<file path="src/keymap_layer_resolver_macros.svh">
// Assertion macros used by the keymap layer resolver back end.
`ifndef KEYMAP_LAYER_RESOLVER_MACROS_SVH
`define KEYMAP_LAYER_RESOLVER_MACROS_SVH

`ifndef ASSERT_OFF
// Checked property with reset masking.
`define KLR_ASSERT(lbl, clock, resetn, prop) \
    lbl: assert property (@(posedge clock) disable iff (!resetn) prop) \
        else $error("keymap layer resolver assertion failed");
// Checked property that also holds while reset is asserted.
`define KLR_ASSERT_ALWAYS(lbl, clock, prop) \
    lbl: assert property (@(posedge clock) prop) \
        else $error("keymap layer resolver assertion failed");
`else
`define KLR_ASSERT(lbl, clock, resetn, prop)
`define KLR_ASSERT_ALWAYS(lbl, clock, prop)
`endif

`endif

</file>
<file path="src/kmlr_pkg.sv">
// Types, constants and helper functions of the keymap layer resolver.
`default_nettype none

package kmlr_pkg;

    localparam int NUM_LAYERS   = 16;
    localparam int NUM_KEYS     = 64;
    localparam int NUM_PROFILES = 4;
    localparam int STORE_DEPTH  = NUM_PROFILES * NUM_LAYERS * NUM_KEYS;
    localparam int ADDR_W       = $clog2(STORE_DEPTH);

    localparam int MODE_W  = 3;
    localparam int LAYER_W = 4;
    localparam int KEY_W   = 6;
    localparam int PROF_W  = 2;
    localparam int CODE_W  = 16;
    localparam int MASK_W  = 16;

    localparam int IN_DATA_W  = 32;
    localparam int OUT_DATA_W = 24;

    localparam int CFG_IDX_W  = 2;
    localparam int CFG_DATA_W = 16;

    localparam int FIFO_DEPTH = 2;

    typedef logic [MODE_W-1:0]  mode_t;
    typedef logic [LAYER_W-1:0] layer_t;
    typedef logic [KEY_W-1:0]   key_t;
    typedef logic [PROF_W-1:0]  prof_t;
    typedef logic [CODE_W-1:0]  code_t;
    typedef logic [MASK_W-1:0]  mask_t;
    typedef logic [ADDR_W-1:0]  addr_t;
    typedef logic [CFG_IDX_W-1:0] cfg_idx_t;

    // Input operations.
    localparam mode_t MODE_ON      = 3'd0;
    localparam mode_t MODE_OFF     = 3'd1;
    localparam mode_t MODE_TOGGLE  = 3'd2;
    localparam mode_t MODE_GOTO    = 3'd3;
    localparam mode_t MODE_DEFAULT = 3'd4;
    localparam mode_t MODE_WRITE   = 3'd5;
    localparam mode_t MODE_LOOKUP  = 3'd6;

    // Configuration register indexes.
    localparam cfg_idx_t CFG_PROFILE     = 2'd0;
    localparam cfg_idx_t CFG_TRANSPARENT = 2'd1;

    // Work kinds handed from the front end to the back end.
    typedef logic [1:0] kind_t;
    localparam kind_t KIND_NONE   = 2'd0;
    localparam kind_t KIND_WRITE  = 2'd1;
    localparam kind_t KIND_LOOKUP = 2'd2;

    typedef struct packed {
        kind_t  kind;
        mask_t  mask;
        layer_t base;
        layer_t layer;
        key_t   key;
        prof_t  prof;
        code_t  code;
        layer_t cur;
    } work_t;

    // Highest set bit of a layer mask; zero for an empty mask.
    function automatic layer_t top_bit(mask_t m);
        layer_t r;
        r = '0;
        for (int i = 0; i < MASK_W; i++)
        begin
            if (m[i])
            begin
                r = layer_t'(i);
            end
        end
        return r;
    endfunction

    // Keymap store address of one profile, layer and key.
    function automatic addr_t slot(prof_t p, layer_t l, key_t k);
        addr_t a;
        a = addr_t'(p) * addr_t'(NUM_LAYERS) + addr_t'(l);
        a = a * addr_t'(NUM_KEYS) + addr_t'(k);
        return a;
    endfunction

endpackage

`default_nettype wire

</file>
<file path="src/kmlr_fifo.sv">
// Short queue of classified work between the front end and the back end.
`default_nettype none

module kmlr_fifo (
    input  wire logic           clk,
    input  wire logic           rst_n,
    input  wire logic           push,
    input  wire kmlr_pkg::work_t push_data,
    input  wire logic           pop,
    output kmlr_pkg::work_t     head,
    output logic                full,
    output logic                empty
);

    localparam int PTR_W = $clog2(kmlr_pkg::FIFO_DEPTH);
    localparam int CNT_W = $clog2(kmlr_pkg::FIFO_DEPTH + 1);

    kmlr_pkg::work_t slots_reg [kmlr_pkg::FIFO_DEPTH];
    logic [PTR_W-1:0] wr_ptr_reg, wr_ptr_next;
    logic [PTR_W-1:0] rd_ptr_reg, rd_ptr_next;
    logic [CNT_W-1:0] count_reg, count_next;

    assign full  = (count_reg == CNT_W'(kmlr_pkg::FIFO_DEPTH));
    assign empty = (count_reg == '0);
    assign head  = slots_reg[rd_ptr_reg];

    function automatic logic [PTR_W-1:0] advance(logic [PTR_W-1:0] p);
        logic [PTR_W-1:0] r;
        if (p == PTR_W'(kmlr_pkg::FIFO_DEPTH - 1))
        begin
            r = '0;
        end
        else
        begin
            r = p + PTR_W'(1);
        end
        return r;
    endfunction

    always_comb
    begin
        wr_ptr_next = wr_ptr_reg;
        rd_ptr_next = rd_ptr_reg;
        count_next  = count_reg;
        if (push)
        begin
            wr_ptr_next = advance(wr_ptr_reg);
        end
        if (pop)
        begin
            rd_ptr_next = advance(rd_ptr_reg);
        end
        if (push && !pop)
        begin
            count_next = count_reg + CNT_W'(1);
        end
        else if (pop && !push)
        begin
            count_next = count_reg - CNT_W'(1);
        end
    end

    always_ff @(posedge clk or negedge rst_n)
    begin
        if (!rst_n)
        begin
            wr_ptr_reg <= '0;
            rd_ptr_reg <= '0;
            count_reg  <= '0;
        end
        else
        begin
            wr_ptr_reg <= wr_ptr_next;
            rd_ptr_reg <= rd_ptr_next;
            count_reg  <= count_next;
        end
    end

    always_ff @(posedge clk)
    begin
        if (push)
        begin
            slots_reg[wr_ptr_reg] <= push_data;
        end
    end

endmodule

`default_nettype wire

</file>
<file path="config.mk">
export PLATFORM = sky130hd
export DESIGN_NAME = kmlr_fifo
export DESIGN_NICKNAME = d
export VERILOG_FILES = /design/src/keymap_layer_resolver_macros.svh /design/src/kmlr_pkg.sv /design/src/kmlr_fifo.sv
export SDC_FILE = /design/constraint.sdc
export NUM_CORES = 1
export LEC_CHECK = 0
export BUFFER_PORTS_ARGS = -buffer_cell sky130_fd_sc_hd__buf_4
export CAP_MARGIN = 0
export CORE_MARGIN = 2
export CORE_UTILIZATION = 40
export DETAILED_ROUTE_END_ITERATION = 7
export PLACE_DENSITY_LB_ADDON = 0.05
export SYNTH_ARGS = -nofsm -noshare
export SYNTH_HDL_FRONTEND = slang
export SYNTH_SLANG_ARGS = --single-unit
</file>
<file path="constraint.sdc">
create_clock -name clk -period 6.05 [get_ports clk]
set_clock_uncertainty 0.05 [all_clocks]
set_input_delay 0.3025 -clock clk [delete_from_list [all_inputs] [get_ports clk]]
set_output_delay 0.3025 -clock clk [all_outputs]
set_load 0.05 [all_outputs]
</file>
==> flow_summary.json <==
{
  "outcome": "complete, no violations",
  "synthXorXnorAreaFrac_pct": 1.01,
  "worst_ir_drop_vdd_uv": 270,
  "r2r.worst_path.cells": 2,
  "numCtsBuffers": 9,
  "firstDrtPassIters": 4,
  "number_of_nets_in_the_synthesized_netlist": 243,
  "multi_input_combinational_cell_area_sq_um": 883,
  "p_per_area_nw_per_um2": 519,
  "timing.critical_path.buf_inv": 1,
  "cts.repair_timing.setup_buffer_count": 0,
  "post_synth_num_cell_types": 13,
  "numPlacedInstances": 433,
  "gp_routability_congestion": 0.627,
  "clk_pin_slew_ns": 0.10,
  "cp_top_family": "flip-flops",
  "compound_gate_fraction_of_synth_area_pct": 0,
  "timing.hold.worst.class": "input port to register",
  "drt-initial-drc-count": 56,
  "rsz0062_at_grt": "no",
  "numPortBuffers": 113,
  "die_w_microns": 108,
  "worst-endpoint-required_ns": 5.70,
  "cell_chain_critical_path": "mux2_2 -> buf_4",
  "max_slew_margin_vs_limit_pct": 30.2,
  "timing.critical_path.fanout_max": 55,
  "worst_margin_slew_ns": 1.05,
  "ctsResizeCount": 0,
  "p_sw_share_pct": 40.8,
  "layout.cells.most_common": "buf_4",
  "max_freq_mhz": 402,
  "fin_setup_tns_ns": 0,
  "finalMaxSlewViolations": 0,
  "tritoncts": "built",
  "synth.avg_cell_area_sq_um": 23.5,
  "share_of_final_layout_standard_cells_stronger_than_drive_strength_1_pct": 60.3,
  "postRouteWirelength_mm": 7.11,
  "final.period_utilization_pct": 41.1,
  "ys_ff_latch": 112,
  "route.vias.total": 2034,
  "cts_root_buffer": "clkbuf_8",
  "post_drt_wl_per_cell_microns": 15.8,
  "synth_top_family_by_area": "multiplexers",
  "netlist_instances": 184,
  "timing.rr.start": "wr_ptr_reg$_DFFE_PN0P_",
  "yosysWarningCount": 0,
  "grt_max_degree": 56,
  "power.share.sequential_pct": 41.5,
  "critical_path.startpoint_type": "register",
  "worst_path_largest_cell_delay_ns": 1.14,
  "most-common-layout-cells": "115 x buf_4, 108 x edfxtp_1, 49 x mux2_4, 9 x clkbuf_8, 5 x mux2_2",
  "final-setup-viol-count": 0,
  "drc": 0,
  "fillCellCount": 912,
  "largest_register_ffs": 108,
  "groute.usage.overall_pct": 12.6,
  "synthMuxAreaShare_pct": 18.3,
  "worst_setup_path_endpoint": "head[40]",
  "floorplan.initialDensity_pct": 40.5,
  "simple_gate_portion_of_the_synthesized_area_pct": 0.606,
  "final_hold_viol_count": 0,
  "flow.area_growth_from_synthesis_pct": 25.7,
  "die_area_sq_um": 11700,
  "end_kind": "output port",
  "cell_area_synth_sq_um": 4330,
  "ctsHtreeMaxLevel": 3,
  "finish.net_count": 364,
  "floorplan.io_pins": 114,
  "arrival_time_of_the_worst_setup_path_ns": 2.13,
  "die_h_microns": 108,
  "cp_slowest_cell": "dfrtp_4",
  "floorplan.core_area_sq_um": 10700,
  "setup.reg_to_reg.worst_slack_ns": 4.03,
  "n_antenna_cell": 0,
  "p_leak_nw": 2.17,
  "maxCapViolCount": 0,
  "setup.worst_path.class": "register to output port",
  "globalRouteOverflowTotal": 0,
  "reg2reg_to": "slots_reg[0][38]$_DFFE_PP_",
  "net_switching_power_w": 0.00115,
  "grt_pass1_vias": 2086,
  "fin_total_pwr_w": 0.00283,
  "ys_seq_area_share_pct": 77.2,
  "cell_internal_pwr_w": 0.00167,
  "setup.worst_path.start": "rd_ptr_reg$_DFFE_PN0P_",
  "vias_per_cell": 4.52,
  "layout_min_cycle_time_ns": 2.49,
  "ant_nets": 0,
  "clock_sink_count": 112,
  "power.share.clock_pct": 13.5,
  "place.detailed.hpwl_mm": 4.41,
  "power.share.combinational_pct": 44.9,
  "grt_antenna_before_repair": 0,
  "clock_latency_ns": 0.37,
  "cts-hold-fix-buffers": 1,
  "worst-path-stages": 2,
  "area.sequential_sq_um": 3350,
  "grt_first_pass_wirelength_mm": 10.7,
  "cts-root-to-sink-buffers": 2,
  "finish.cell_count_without_fillers": 450,
  "synth_fa_ha_area_share_pct": 0.289,
  "num_rows": 38
}
## synthesized netlist by cell type
master	instances	share of area, %
buf_6	1	0.26
edfxtp_1	108	75
ha_1	1	0.29
inv_1	1	0.087
xor2_1	4	0.81
buf_12	5	2.3
mux2_2	5	1.3
xnor2_1	1	0.20
and2_1	1	0.14
nor2_1	2	0.17
nor2b_1	2	0.29
dfrtp_1	4	2.3
mux2_4	49	17
## worst register-to-register path: cells and delay by family (launching register included)
family / cells / cell delay [ns]
buffers and inverters: 1 / 0.53
and+or+nand+nor: 1 / 0.63
DFF: 1 / 0.44
## per-layer routing
metal / up-vias / track usage, % / share of wire [%]
met5: - / 0 / 0
met4: 0 / 7.14 / 1.8
met3: 11 / 3.68 / 6.6
met2: 66 / 19.7 / 49
met1: 1003 / 15.6 / 43
li1: 954 / - / -
## power groups by stage
| stage | sequential (W) | combinational (W) | clock (W) |
|---|---|---|---|
| 6_report | 0.00117 | 0.00127 | 0.000383 |
| 3_5_place_dp | 0.00120 | 0.00129 | 0 |
| 4_1_cts | 0.00118 | 0.00129 | 0.000401 |
| 5_1_grt | 0.00120 | 0.00132 | 0.000428 |
| 2_1_floorplan | 0.00109 | 0.00111 | 0 |
| 3_3_place_gp | 0.00119 | 0.00129 | 0 |
## worst min path at each step
stage	from	endpoint	slack [ns]	cells past startpoint
3_3_place_gp	rst_n	count_reg[1]$_DFFE_PN0P_	0.05	1
5_1_grt	push_data[24]	slots_reg[0][24]$_DFFE_PP_	0.04	1
6_report	pop	rd_ptr_reg$_DFFE_PN0P_	0.05	2
2_1_floorplan	rst_n	count_reg[0]$_DFFE_PN0P_	-0.04	0
4_1_cts	pop	rd_ptr_reg$_DFFE_PN0P_	0.03	2
3_5_place_dp	rst_n	count_reg[1]$_DFFE_PN0P_	0.06	1
## per-stage QoR
| stage | cell area, sq um | utilization (%) | worst slack [ns] | hold slack [ns] |
|---|---|---|---|---|
| final | 5450 | 50.9 | 3.56 | 0.0546 |
| after global routing | 5450 | 50.9 | 3.45 | 0.0381 |
| after CTS | 5450 | 50.9 | 3.49 | 0.0289 |
| after detailed placement | 5270 | 49.3 | 3.93 | 0.0556 |
| after global placement | 5270 | 49.3 | 3.92 | 0.0524 |
| after floorplan | 4330 | - | 2.72 | -0.0431 |
## area by class of cell
| cell class | count | area share [%] |
|---|---|---|
| clock inverter | 7 | 0.712 |
| multi-input combinational | 65 | 16.2 |
| tap | 140 | 3.22 |
| sequential | 112 | 61.5 |
| timing repair buffer | 116 | 16.0 |
| clock buffer | 9 | 2.27 |
| inverter | 1 | 0.0689 |
## cells by family (layout without fill, tap and decap cells)
| group | Yosys count | count (layout) |
|---|---|---|
| and+or+nand+nor | 5 | 5 |
| DFF | 112 | 112 |
| adders and majority gates | 1 | 1 |
| xor gates and xnor gates | 5 | 5 |
| muxes | 54 | 54 |
| buffers and inverters | 7 | 133 |
(Power assumes the default switching activity.)
