==> src/keymap_layer_resolver_macros.svh <==
// Assertion macros used by the keymap layer resolver back end.
`ifndef KEYMAP_LAYER_RESOLVER_MACROS_SVH
`define KEYMAP_LAYER_RESOLVER_MACROS_SVH

`ifndef ASSERT_OFF
// Checked property with reset masking.
`define KLR_ASSERT(lbl, clock, resetn, prop) \
    lbl: assert property (@(posedge clock) disable iff (!resetn) prop) \
        else $error("keymap layer resolver assertion failed");
// Checked property that also holds while reset is asserted.
`define KLR_ASSERT_ALWAYS(lbl, clock, prop) \
    lbl: assert property (@(posedge clock) prop) \
        else $error("keymap layer resolver assertion failed");
`else
`define KLR_ASSERT(lbl, clock, resetn, prop)
`define KLR_ASSERT_ALWAYS(lbl, clock, prop)
`endif

`endif

==> src/kmlr_pkg.sv <==
// Types, constants and helper functions of the keymap layer resolver.
`default_nettype none

package kmlr_pkg;

    localparam int NUM_LAYERS   = 16;
    localparam int NUM_KEYS     = 64;
    localparam int NUM_PROFILES = 4;
    localparam int STORE_DEPTH  = NUM_PROFILES * NUM_LAYERS * NUM_KEYS;
    localparam int ADDR_W       = $clog2(STORE_DEPTH);

    localparam int MODE_W  = 3;
    localparam int LAYER_W = 4;
    localparam int KEY_W   = 6;
    localparam int PROF_W  = 2;
    localparam int CODE_W  = 16;
    localparam int MASK_W  = 16;

    localparam int IN_DATA_W  = 32;
    localparam int OUT_DATA_W = 24;

    localparam int CFG_IDX_W  = 2;
    localparam int CFG_DATA_W = 16;

    localparam int FIFO_DEPTH = 2;

    typedef logic [MODE_W-1:0]  mode_t;
    typedef logic [LAYER_W-1:0] layer_t;
    typedef logic [KEY_W-1:0]   key_t;
    typedef logic [PROF_W-1:0]  prof_t;
    typedef logic [CODE_W-1:0]  code_t;
    typedef logic [MASK_W-1:0]  mask_t;
    typedef logic [ADDR_W-1:0]  addr_t;
    typedef logic [CFG_IDX_W-1:0] cfg_idx_t;

    // Input operations.
    localparam mode_t MODE_ON      = 3'd0;
    localparam mode_t MODE_OFF     = 3'd1;
    localparam mode_t MODE_TOGGLE  = 3'd2;
    localparam mode_t MODE_GOTO    = 3'd3;
    localparam mode_t MODE_DEFAULT = 3'd4;
    localparam mode_t MODE_WRITE   = 3'd5;
    localparam mode_t MODE_LOOKUP  = 3'd6;

    // Configuration register indexes.
    localparam cfg_idx_t CFG_PROFILE     = 2'd0;
    localparam cfg_idx_t CFG_TRANSPARENT = 2'd1;

    // Work kinds handed from the front end to the back end.
    typedef logic [1:0] kind_t;
    localparam kind_t KIND_NONE   = 2'd0;
    localparam kind_t KIND_WRITE  = 2'd1;
    localparam kind_t KIND_LOOKUP = 2'd2;

    typedef struct packed {
        kind_t  kind;
        mask_t  mask;
        layer_t base;
        layer_t layer;
        key_t   key;
        prof_t  prof;
        code_t  code;
        layer_t cur;
    } work_t;

    // Highest set bit of a layer mask; zero for an empty mask.
    function automatic layer_t top_bit(mask_t m);
        layer_t r;
        r = '0;
        for (int i = 0; i < MASK_W; i++)
        begin
            if (m[i])
            begin
                r = layer_t'(i);
            end
        end
        return r;
    endfunction

    // Keymap store address of one profile, layer and key.
    function automatic addr_t slot(prof_t p, layer_t l, key_t k);
        addr_t a;
        a = addr_t'(p) * addr_t'(NUM_LAYERS) + addr_t'(l);
        a = a * addr_t'(NUM_KEYS) + addr_t'(k);
        return a;
    endfunction

endpackage

`default_nettype wire

==> src/kmlr_front.sv <==
// Front end: accepts input items, updates the layer state and classifies work.
`default_nettype none

module kmlr_front (
    input  wire logic                             clk,
    input  wire logic                             rst_n,
    input  wire logic                             in_valid,
    input  wire logic [kmlr_pkg::IN_DATA_W-1:0]   in_data,
    input  wire logic                             q_full,
    output logic                                  in_ready,
    output logic                                  push,
    output kmlr_pkg::work_t                       push_data
);

    kmlr_pkg::mode_t  mode;
    kmlr_pkg::layer_t layer;
    kmlr_pkg::key_t   key;
    kmlr_pkg::prof_t  prof;
    kmlr_pkg::code_t  code;

    kmlr_pkg::mask_t  mask_reg, mask_next;
    kmlr_pkg::layer_t base_reg, base_next;
    kmlr_pkg::mask_t  layer_bit;
    logic             lay_ok, key_ok, prof_ok;

    // Input fields, lowest bits first.
    assign mode  = in_data[2:0];
    assign layer = in_data[6:3];
    assign key   = in_data[12:7];
    assign prof  = in_data[14:13];
    assign code  = in_data[30:15];

    assign in_ready = !q_full;
    assign push     = in_valid && in_ready;

    assign lay_ok    = 32'(layer) < 32'(kmlr_pkg::NUM_LAYERS);
    assign key_ok    = 32'(key) < 32'(kmlr_pkg::NUM_KEYS);
    assign prof_ok   = 32'(prof) < 32'(kmlr_pkg::NUM_PROFILES);
    assign layer_bit = kmlr_pkg::mask_t'(1) << layer;

    always_comb
    begin
        mask_next = mask_reg;
        base_next = base_reg;
        push_data = '0;
        push_data.kind  = kmlr_pkg::KIND_NONE;
        push_data.layer = layer;
        push_data.key   = key;
        push_data.prof  = prof;
        push_data.code  = code;
        case (mode)
            kmlr_pkg::MODE_ON:
            begin
                if (lay_ok)
                begin
                    mask_next = mask_reg | layer_bit;
                end
            end
            kmlr_pkg::MODE_OFF:
            begin
                if (lay_ok)
                begin
                    mask_next = mask_reg & ~layer_bit;
                end
            end
            kmlr_pkg::MODE_TOGGLE:
            begin
                if (lay_ok)
                begin
                    mask_next = mask_reg ^ layer_bit;
                end
            end
            kmlr_pkg::MODE_GOTO:
            begin
                if (lay_ok)
                begin
                    mask_next = layer_bit;
                end
            end
            kmlr_pkg::MODE_DEFAULT:
            begin
                if (lay_ok)
                begin
                    base_next = layer;
                end
            end
            kmlr_pkg::MODE_WRITE:
            begin
                if (lay_ok && key_ok && prof_ok)
                begin
                    push_data.kind = kmlr_pkg::KIND_WRITE;
                end
            end
            kmlr_pkg::MODE_LOOKUP:
            begin
                if (key_ok)
                begin
                    push_data.kind = kmlr_pkg::KIND_LOOKUP;
                end
            end
            default:
            begin
            end
        endcase
        push_data.mask = mask_next;
        push_data.base = base_next;
        push_data.cur  = (mask_next == '0) ? base_next : kmlr_pkg::top_bit(mask_next);
    end

    always_ff @(posedge clk or negedge rst_n)
    begin
        if (!rst_n)
        begin
            mask_reg <= '0;
            base_reg <= '0;
        end
        else if (push)
        begin
            mask_reg <= mask_next;
            base_reg <= base_next;
        end
    end

endmodule

`default_nettype wire

==> config.mk <==
export PLATFORM = sky130hd
export DESIGN_NAME = kmlr_front
export DESIGN_NICKNAME = d
export VERILOG_FILES = /design/src/keymap_layer_resolver_macros.svh /design/src/kmlr_pkg.sv /design/src/kmlr_front.sv
export SDC_FILE = /design/constraint.sdc
export NUM_CORES = 1
export LEC_CHECK = 0
export BUFFER_PORTS_ARGS = -buffer_cell sky130_fd_sc_hd__buf_2
export CAP_MARGIN = 20
export CORE_ASPECT_RATIO = 1.75
export CORE_UTILIZATION = 56
export CTS_BUF_LIST = sky130_fd_sc_hd__clkbuf_16
export DETAILED_ROUTE_END_ITERATION = 8
export HOLD_SLACK_MARGIN = 0.12
export PLACE_DENSITY = 0.88
export SLEW_MARGIN = 20
export SYNTH_ARGS = -nofsm -noshare
export SYNTH_HDL_FRONTEND = slang
export SYNTH_SLANG_ARGS = --single-unit
==> constraint.sdc <==
create_clock -name clk -period 4.8 [get_ports clk]
set_clock_uncertainty 0.1 [all_clocks]
set_input_delay 0 -clock clk [delete_from_list [all_inputs] [get_ports clk]]
set_output_delay 0 -clock clk [all_outputs]
set_load 0.02 [all_outputs]
==> impl_metrics.csv, run 1 <==
group,metric,value,unit
setup_path,rr_worst_depth,6,
global_route,grt_usage,0.283,
floorplanning,rows,33,
synthesis,ys_seq_elements,20,
cells_and_area,finish.net_count,424,
cells_and_area,largest_reg_flops,16,
pwr,peakVddDrop,0.000273,V
clocking,cts_max_path_buffers,2,
sta,worst_slew_pin_slew,0.875,ns
routing,drt-initial-drc-count,61,
cells_and_area,layout_common_cells,"nand2_1, buf_2, ha_1, inv_1, dlygate4sd3_1",
sta,slew_headroom,0.416,
place,portBuffers,42,
synthesis,synth_area,0.00269,sq mm
clocking,cts-buffers-inserted,3,
cells_and_area,areaGrowthSynthToFinish,9.86,%
clocking,clock-root-buffer,"clkbuf_16",
sta,rsz0062_at_grt,"false",
routing,viasPerCell,6.05,
pwr,p_leak,1.37,nW
setup_path,cp.arrival,3.01,ns
routing,drtPass1Iterations,4,
floorplanning,io_pins,92,
sta,fin_crit_sh,0.648,
clocking,htree_levels,1,
cells_and_area,final_cells,406,
sta,finalSetupViolCount,0,
synthesis,ys.flop_type,"dfrtp_1",
setup_path,critical_path.top_delay_family,"simple AND/OR/NAND/NOR gates",
global_route,grt_max_degree,47,
sta,setup_tns,0,ns
setup_path,crit_end,"push_data[0]",
cells_and_area,layout-drive-gt1-share,0.203,
cells_and_area,fin_util,0.634,
setup_path,path_common_cell,"buf_2",
clocking,cts_tree,"yes",
setup_path,crit_required,4.70,ns
floorplanning,die_w,54.4,microns
sta,fin_ws,1.69,ns
place,dp_hpwl,4540,microns
floorplanning,die_area,0.00510,sq mm
synthesis,synthArstFlopShare,1.00,
routing,drc,0,
floorplanning,core_region_area,0.00467,sq mm
synthesis,synth_edf_count,0,
global_route,grt_pass1_wl,10600,microns
synthesis,syn-num-nets,399,
setup_path,worst_r2r_endpoint,"mask_reg[6]",
global_route,antenna_found_initial,0,
setup_path,reg2reg_from,"mask_reg[6]",
setup_path,slowest_delay,0.39,ns
routing,ant_nets,0,
cells_and_area,diodes,0,
sta,maxSlewViolCount,0,
setup_path,cp-end-kind,"primary output",
synthesis,synth.yosys.seq_area_share,0.186,
job,maxCapViolations,0,
floorplanning,initial_core_util,0.577,
setup_path,r2r_slack,2.82,ns
synthesis,synth_cells,331,
floorplanning,fp.dieH,93.7,microns
clocking,cts.sinks,20,
clocking,clk_pin_slew,0.06,ns
setup_path,worst-setup-path-type,"in2out",
place,place_ws,1.74,ns
clocking,clkLatencyLatePin,0.25,ns
setup_path,cp_slowest_cell,"o32ai_2",
place,gp_congestion,0.848,
sta,fin_hold_ws,0.148,ns
global_route,grt-ovfl-total,0,
synthesis,yosys_warnings,0,
setup_path,cp_num_buf_inv,3,
sta,min_period,3.11,ns
routing,routedWlPerCell,16.2,microns
setup_path,startpoint,"in_data[4]",
synthesis,synthDistinctLibCells,51,
synthesis,syn_area_per_cell,8.13,sq um
place,placed_cells,378,
global_route,grt_pass1_vias,2276,
sta,fmax,321,MHz
setup_path,path_depth,12,
status,status,"complete, no violations",
sta,hold_violations,0,
setup_path,cp_max_fo,17,
setup_path,path_cells,"buf_2 -> inv_1 -> nor2_1 -> nand3_1 -> ha_1 -> a21o_1 -> o32ai_2 -> nand4_1 -> nand4bb_1 -> o2111a_1 -> a211oi_2 -> buf_2",
worst_hold_path,hold_path_class,"in2async",
clocking,ctsResizeCount,0,
routing,route.vias.total,2455,
setup_path,cp-start-kind,"input port",
routing,routed_wl,6590,microns
pwr,pwr_density_cell,287,mW/mm^2
==> cells in the mapped netlist, drive strengths merged (8+ instances only) <==
cell,count,share of area
inv,33,0.046
nand3b,8,0.022
a21o,8,0.022
or2,10,0.023
dfrtp,20,0.19
nor2b,17,0.040
o21ai,16,0.030
buf,43,0.12
a21oi,11,0.020
ha,32,0.15
nor2,11,0.015
nor3,11,0.020
nand2,42,0.059
==> worst min path at each step <==
stage / from / to / slack (ns) / depth (start not counted)
3_3_place_gp: rst_n / mask_reg[2] / -0.11 / 1
5_1_grt: q_full / in_ready / 0.16 / 3
6_report: rst_n / base_reg[1] / 0.15 / 2
3_5_place_dp: rst_n / mask_reg[2] / -0.11 / 1
4_1_cts: rst_n / base_reg[1] / 0.16 / 2
2_1_floorplan: rst_n / base_reg[0] / -0.40 / 0
==> power by group <==
group / internal (mW) / switching [mW] / leakage, nW
logic: 0.171 / 0.262 / 1.08
registers: 0.207 / 0.0348 / 0.249
clock network: 0.110 / 0.0643 / 0.0370
==> layout make-up <==
cell class | instances | area (sq um)
Fill cell | 404 | 1710
Sequential cell | 20 | 500
Tap cell | 52 | 65.1
Inverter | 33 | 124
Multi-Input combinational cell | 231 | 1730
Clock buffer | 3 | 75.1
Timing Repair Buffer | 67 | 460
==> timing repair <==
action                                 4_1_cts  5_1_grt
hold buffers                                25        0
endpoints found under the hold margin       44        0
setup buffers                                0        0
==> cells by family after synthesis <==
group	after synthesis	share of synthesized area
muxes	10	0.0404
and+or+nand+nor	124	0.256
DFF	20	0.186
AOI/OAI and AO/OA	65	0.199
buffers and inverters	80	0.171
adders and majority gates	32	0.149
==> metal layers <==
metal | vias to the layer above | wire (microns) | track usage
met5 | - | 0 | 0
met4 | 0 | 88 | 0.105
met3 | 10 | 414 | 0.0243
met2 | 133 | 3590 | 0.516
met1 | 1155 | 2490 | 0.321
li1 | 1157 | - | -
==> stage by stage <==
step / instance area (sq um) / power, mW
6_report: 2960 / 0.849
5_1_grt: 2960 / 0.908
4_1_cts: 2960 / 0.849
3_5_place_dp: 2630 / 0.641
3_3_place_gp: 2630 / 0.620
2_1_floorplan: 2690 / 0.571
Power figures use the tool's default switching activity.
==> run 2, diff against run 1 <==
CORE_UTILIZATION = 47   (was 56)
PLACE_DENSITY = 0.79   (was 0.88)
clock period = 2.5 ns   (was 4.8 ns; I/O delays follow)
==> run 2 against run 1 <==
  * Largest power group unchanged
  * First-iteration DRC count increased to 2.9 times the previous value
  * Critical endpoint is now push_data[1]
  * Worst setup slack got worse by 1.9 ns
  * Register-to-register slack got worse by 2.3 ns
  * The flow now finishes with violations (negative setup slack)
  * Final area increased by 21%
  * Clock power increased to 2.5 times the previous value
  * Largest cell class unchanged
  * Sequential power increased by 95%
  * Combinational power increased to 2.7 times the previous value
  * Final cell count increased by 19%
  * Sequential share of layout area decreased by 3.0 points
  * Hold slack improved by 0.0064 ns
==> impl_metrics.csv, run 2 (same netlist as run 1, synthesis figures left out) <==
group,metric,value,unit
clocking,cts_max_path_buffers,2,
sta,fmax,375,MHz
routing,routed_wl,8170,microns
floorplanning,initial_core_util,0.486,
setup_path,cp-end-kind,"primary output",
sta,setup_tns,-0.461,ns
status,status,"finished, violations left",
status,violations,"negative setup slack",
cells_and_area,largest_reg_flops,16,
pwr,peakVddDrop,0.000555,V
floorplanning,rows,36,
setup_path,cp.arrival,2.57,ns
place,placed_cells,442,
global_route,grt_usage,0.258,
global_route,grt_pass1_wl,12000,microns
routing,ant_nets,0,
sta,slew_headroom,0.583,
floorplanning,die_w,59.2,microns
worst_hold_path,hold_path_class,"in2async",
floorplanning,die_area,0.00604,sq mm
cells_and_area,final.fill_count,398,
setup_path,worst-setup-path-type,"reg2out",
clocking,clkLatencyLatePin,0.25,ns
sta,fin_crit_sh,1.07,
clocking,clock-root-buffer,"clkbuf_16",
global_route,grt_max_degree,29,
setup_path,cp_max_fo,3,
pwr,p_leak,1.66,nW
pwr,pwr_density_cell,578,mW/mm^2
cells_and_area,diodes,0,
setup_path,cp-start-kind,"register",
global_route,antenna_found_initial,0,
cells_and_area,layout_common_cells,"buf_4, nand2_1, buf_2, ha_1, inv_1",
cells_and_area,layout-drive-gt1-share,0.359,
clocking,clk_pin_slew,0.06,ns
floorplanning,io_pins,92,
routing,route.vias.total,2747,
clocking,cts.sinks,20,
cells_and_area,finish.net_count,476,
routing,drt-initial-drc-count,176,
place,place_area,0.00300,sq mm
sta,finalSetupViolCount,4,
sta,maxSlewViolCount,0,
clocking,htree_levels,1,
setup_path,crit_required,2.40,ns
sta,hold_violations,0,
pwr,power,2.07,mW
clocking,cts-buffers-inserted,3,
cells_and_area,final_common_cell,"buf_4",
cells_and_area,areaGrowthSynthToFinish,33.4,%
sta,fin_ws,-0.167,ns
sta,fin_hold_ws,0.155,ns
place,place_ws,-0.179,ns
routing,routedWlPerCell,16.9,microns
place,gp_congestion,0.925,
routing,viasPerCell,5.69,
cells_and_area,fin_util,0.648,
global_route,grt_pass1_vias,2564,
job,maxCapViolations,0,
routing,drtPass1Iterations,5,
sta,rsz0062_at_grt,"true",
cells_and_area,stdcell_area,0.00359,sq mm
cells_and_area,final_cells,483,
sta,worst_slew_pin_slew,0.624,ns
floorplanning,fp.dieH,102,microns
clocking,cts_tree,"yes",
sta,min_period,2.67,ns
routing,drc,0,
global_route,grt-ovfl-total,0,
place,portBuffers,42,
place,dp_hpwl,5400,microns
floorplanning,core_region_area,0.00554,sq mm
==> run 2: changes by cell type in the layout (fill, tap and decap cells not counted), moves of 3 or more <==
cell and change:
a21oi_1 -3, inv_2 +4, a21oi_2 +3, buf_2 -4
buf_4 +51, inv_1 -4, buf_6 +4
==> run 2: final cells by class <==
type | instances | area (sq um) | area share
Tap cell | 76 | 95.1 | 0.0265
Timing Repair Buffer | 119 | 888 | 0.247
Sequential cell | 20 | 500 | 0.139
Clock buffer | 3 | 75.1 | 0.0209
Clock inverter | 1 | 30.0 | 0.00837
Multi-Input combinational cell | 231 | 1880 | 0.523
Inverter | 33 | 124 | 0.0345
==> run 2: final timing paths <==
kind,startpoint,to,slack [ns],cells after the start
max in group asynchronous,rst_n,mask_reg[13],1.82,2
worst max-delay path,mask_reg[7],push_data[1],-0.17,11
min in group clk,in_valid,base_reg[0],0.16,5
worst min-delay path,rst_n,mask_reg[5],0.15,2
worst min register to register,base_reg[2],base_reg[2],0.38,2
worst max register to register,mask_reg[1],mask_reg[1],0.50,6
==> run 2: critical path: stages, from the launching register on <==
cell and delay [ns]:
dfrtp_1 0.41, inv_2 0.06, ha_1 0.29, nand3b_1 0.13, o311ai_2 0.15, a2bb2oi_2 0.21, buf_4 0.16, nor2_1 0.16
o31ai_4 0.12, a311oi_1 0.36, o31ai_2 0.09, buf_4 0.16
==> run 2: where the power goes <==
group	leakage [nW]	internal [mW]	switching (mW)	total, mW
combinational	1.36	0.523	0.639	1.16
sequential	0.249	0.397	0.0746	0.472
clock	0.0511	0.318	0.122	0.439
total	1.66	1.24	0.835	2.07
==> run 2: layer usage <==
metal,GRT usage,vias up,wire (microns)
li1,-,1263,-
met1,0.312,1262,3160
met2,0.443,192,4040
met3,0.0203,30,601
met4,0.137,0,371
met5,0,-,0
==> run 2: repair_timing <==
item | in CTS | in global routing
endpoints found under the setup margin | 4 | 4
hold endpoints to repair | 44 | 0
pin swaps | 9 | 11
gates cloned | 0 | 0
setup buffers | 6 | 6
resized for setup | 20 | 17
hold buffers | 25 | 0
